**config.mk**
```make
export PLATFORM = sky130hd
export DESIGN_NAME = slc_front
export DESIGN_NICKNAME = d
export VERILOG_FILES = /design/src/hw/rtl/slc_pkg.sv /design/src/hw/rtl/slc_front.sv
export SDC_FILE = /design/constraint.sdc
export NUM_CORES = 1
export LEC_CHECK = 0
export ABC_AREA = 1
export BUFFER_PORTS_ARGS = -buffer_cell sky130_fd_sc_hd__buf_2
export CORE_MARGIN = 4
export CORE_UTILIZATION = 50
export CTS_CLUSTER_SIZE = 24
export DETAILED_ROUTE_END_ITERATION = 8
export PLACE_DENSITY = 0.77
export REMOVE_ABC_BUFFERS = 1
export SLEW_MARGIN = 15
export SYNTH_ARGS = -nofsm -noshare
export SYNTH_HDL_FRONTEND = slang
export SYNTH_SLANG_ARGS = --single-unit
```
**constraint.sdc**
```tcl
create_clock -name clk -period 4.1 [get_ports clk]
set_input_delay 0.205 -clock clk [delete_from_list [all_inputs] [get_ports clk]]
set_output_delay 0.205 -clock clk [all_outputs]
set_load 0.01 [all_outputs]
```
**src/hw/rtl/slc_pkg.sv**
```systemverilog
// Shared constants, types and codes of the cache tag and state array.
package slc_pkg;

  localparam int SETS      = 64;
  localparam int WAYS      = 4;
  localparam int ADDR_BITS = 48;
  localparam int IO_ADDR_W = 48;
  localparam int SET_W     = (SETS > 1) ? $clog2(SETS) : 1;
  localparam int WAY_W     = (WAYS > 1) ? $clog2(WAYS) : 1;
  localparam int TAG_W     = ADDR_BITS;
  localparam int OFF_W     = 4;
  localparam int QDEPTH    = 2;
  localparam int QPTR_W    = 1;
  localparam int QCNT_W    = 2;

  localparam logic [OFF_W-1:0] OFF_RESET = OFF_W'(6);

  localparam logic [1:0] REQ_READ    = 2'd0;
  localparam logic [1:0] REQ_WRITE   = 2'd1;
  localparam logic [1:0] REQ_INSTALL = 2'd2;

  // One classified request as it waits for the back end.
  typedef struct packed {
    logic             dirty;
    logic [TAG_W-1:0] line;
    logic [SET_W-1:0] set;
  } req_t;

  // One set of the state memory.
  typedef struct packed {
    logic [WAYS-1:0][TAG_W-1:0] tag;
    logic [WAYS-1:0]            valid;
    logic [WAYS-1:0]            dirty;
    logic [WAYS-1:0][WAY_W-1:0] rank;
  } set_row_t;

endpackage

```
**src/hw/rtl/slc_front.sv**
```systemverilog
// Front end: takes requests, forms line address and set, queues them.
module slc_front
  import slc_pkg::*;
(
  input  logic             clk,
  input  logic             rst,
  input  logic             in_valid,
  output logic             in_stall,
  input  logic [1:0]       req_type,
  input  logic [IO_ADDR_W-1:0] address,
  input  logic [OFF_W-1:0] line_offset_bits,
  output logic             q_valid,
  output req_t             q_head,
  input  logic             q_pop
);

  req_t              entries [QDEPTH];
  logic [QPTR_W-1:0] wr_ptr;
  logic [QPTR_W-1:0] rd_ptr;
  logic [QCNT_W-1:0] count;
  logic              push;
  req_t              incoming;
  logic [TAG_W-1:0]  addr_masked;

  assign in_stall = (count == QCNT_W'(QDEPTH));
  assign push     = in_valid && !in_stall;
  assign q_valid  = (count != '0);
  assign q_head   = entries[rd_ptr];

  always_comb begin
    addr_masked    = TAG_W'(address);
    incoming.dirty = (req_type == REQ_WRITE) || (req_type == REQ_INSTALL);
    incoming.line  = addr_masked >> line_offset_bits;
    incoming.set   = SET_W'(incoming.line % SETS);
  end

  always_ff @(posedge clk) begin
    if (push) begin
      entries[wr_ptr] <= incoming;
    end
  end

  always_ff @(posedge clk) begin
    if (rst) begin
      wr_ptr <= '0;
      rd_ptr <= '0;
      count  <= '0;
    end else begin
      if (push) begin
        wr_ptr <= wr_ptr + 1'b1;
      end
      if (q_pop) begin
        rd_ptr <= rd_ptr + 1'b1;
      end
      count <= count + QCNT_W'(push) - QCNT_W'(q_pop);
    end
  end

endmodule

```
==> impl_metrics.csv <==
group,metric,value,unit
status,status,"complete, no violations",
worst_setup_path,worstPathCellList,"buf_4 > mux2_2 > buf_2",
worst_setup_path,crit_buf_inv,2,
clock_tree,clk_path_buf_depth,2,
worst_setup_path,reg2reg_from,"count[0]",
floorplan,core_area,11600,µm²
layout,fin_nets,829,
yosys,synth_warnings,0,
routing,drt-total-wl,15200,µm
routing,drt_pass1_iterations,5,
worst_setup_path,worst-endpoint-arrival,2140,ps
clock_tree,cts_buffers,9,
yosys,synthCells,685,
worst_setup_path,worstPathMaxFanout,33,
timing,fin_ws,1750,ps
grt,antenna_found_initial,0,
worst_setup_path,worst_path_max_delay_cell,"dfxtp_2",
grt,grt_max_degree,50,
timing,setup-violations-final,0,
placed_design,dp_hpwl,10800,µm
timing,setup_tns,0,ps
timing,slew-limit-headroom,0.351,
placed_design,gp_congestion,0.950,
timing,layout_min_cycle_time,2350,ps
yosys,synth_area_leaders,"edfxtp_1 49%, nand2_1 17%, nand3_1 15%, mux2_2 9.2%, dfxtp_1 1.7%",
floorplan,rows,39,
clock_tree,clk_transition_reported_paths,70,ps
routing,drc_errors,0,
worst_setup_path,cp_top_family,"flip-flops",
grt,grt_use_total,0.223,
clock_tree,hold_buffers,0,
worst_setup_path,r2r-end,"entries[0][44]",
placed_design,portBuffers,114,
routing,drt-wirelength-per-cell,16.6,µm
worst_setup_path,regToRegSetupSlack,1800,ps
layout,layout-drive-gt1-share,0.251,
pwr,vdd.ir_drop.worst,233,µV
clock_tree,cts_tree,"yes",
job,cap_violations,0,
routing,routed_via_density,5.61,
clock_tree,post_cts_resized,0,
worst_setup_path,cp_num_cells,3,
clock_tree,clk_latency,340,ps
routing,routed-via-count,5146,
min_path,hp-class,"in2reg",
yosys,avgSynthCellArea,8.73,µm²
timing,clock.fmax,426,MHz
worst_setup_path,slowest_delay,870,ps
timing,rsz0062_at_grt,"no",
clock_tree,h-tree-depth,3,
floorplan,dieArea,13800,µm²
clock_tree,cts_root_buf,"clkbuf_16",
layout,num-fill-cells,1058,
timing,fin_crit_sh,0.572,
worst_setup_path,end_kind,"output port",
pwr,p_per_area,428,nW/µm²
floorplan,die_w,117,µm
yosys,ys_seq_area_frac,0.509,
placed_design,dp_worst_setup_slack,1770,ps
floorplan,initial_core_util,0.517,
yosys,ys_ff_latch,103,
yosys,synth.distinct_cells,22,
timing,clock_skew,4.26,ps
worst_setup_path,ff2ff_path_depth,3,
clock_tree,cts_sinks,103,
grt,grt_pass1_vias,4923,
floorplan,die_h,117,µm
layout,syn2layout_area_growth,14.3,%
worst_setup_path,crit_type,"reg2out",
grt,grt_pass1_wl,25000,µm
clock_tree,post_cts_buffers,0,
timing,maxSlewViolCount,0,
yosys,syn-cell-area,5980,µm²
layout,num_antenna_cells,0,
worst_setup_path,cp.required,3890,ps
timing,worst_slew_pin_slew,971,ps
routing,postRouteAntennaNets,0,
worst_setup_path,endpoint,"q_head[44]",
yosys,synth_area_leader_cell,"edfxtp_1",
worst_setup_path,critPathLaunchType,"flip-flop",
timing,finalHoldViolCount,0,
layout,utilization,0.592,
yosys,synth_top_area_share,0.492,
pwr,cellLeakagePower,3.07,nW
timing,hold_ws,67.8,ps
floorplan,ioPinCount,115,
routing,dr.first_iter.drc_count,417,
grt,overflow,0,
[synthesized netlist by cell type]
library cell    n
nand2_1       270
nand3_1       178
edfxtp_1       98
mux2_2         49
buf_2          16
buf_4          12
clkbuf_1       12
nor2_1         12
buf_6           6
inv_1           6
dfxtp_1         5
buf_1           4
nor3_1          3
ha_1            2
inv_2           2
nand4_1         2
nor3b_1         2
xnor2_1         2
and3_1          1
o21ai_0         1
or2_2           1
xor2_1          1
[metrics by stage]
step	area [µm²]	power, mW	std cells
after floorplan	5690	1.77	635
after global placement	6520	2.02	901
after detailed placement	6520	2.04	901
after CTS	6840	2.95	917
after global routing	6840	3.08	917
final	6840	2.93	917
[area by class of cell]
| class | count | area [µm²] | area share |
|---|---|---|---|
| timing repair buffer | 123 | 638 | 0.0933 |
| clock inverter | 7 | 97.6 | 0.0143 |
| multi-input combinational | 524 | 2630 | 0.384 |
| tap | 143 | 179 | 0.0262 |
| clock buffer | 9 | 225 | 0.0329 |
| inverter | 8 | 30.0 | 0.00439 |
| sequential | 103 | 3040 | 0.445 |
[flip-flops by register name (all words and copies together) (netlist names), named ones only]
name / flops
entries: 98
count: 2
rd_ptr: 1
wr_ptr: 1
[report_power, final]
group	switching [mW]	internal, mW
Sequential	0.0402	1.30
Clock	0.379	0.536
Combinational	0.414	0.255
Total	0.833	2.10
[cells by family after synthesis]
kind of cell	count (synthesis)	synth area share
buffers and inverters	58	0.0548
DFF	103	0.509
muxes	49	0.0922
and+or+nand+nor	469	0.335
xor gates and xnor gates	3	0.00439
AOI/OAI and AO/OA	1	0.000836
adders and majority gates	2	0.00418
[worst min path at each step]
stage | from | cells past startpoint | slack [ps] | to
6_report | rst | 2 | 70 | flip-flop
5_1_grt | rst | 2 | 90 | rd_ptr
4_1_cts | rst | 2 | 60 | flip-flop
3_5_place_dp | rst | 2 | 430 | flip-flop
3_3_place_gp | rst | 2 | 420 | flip-flop
2_1_floorplan | rst | 1 | 280 | count[0]
[cells in the final DEF (no fill, tap or decap), types with 4 or more instances in the layout]
master	Yosys	routed
buf_4	12	9
mux2_2	49	49
inv_1	6	6
nor2_1	12	10
buf_2	16	114
nand3_1	178	178
clkbuf_16	0	9
nand2_1	270	270
dfxtp_1	5	4
edfxtp_1	98	98
[routing by layer]
metal  part of all wire  vias up  track usage
met5                  0        -            0
met4              0.027        0       0.0946
met3              0.039       26       0.0322
met2               0.48      136        0.359
met1               0.46     2459        0.305
li1                   -     2525            -
Power figures use the tool's default switching activity.
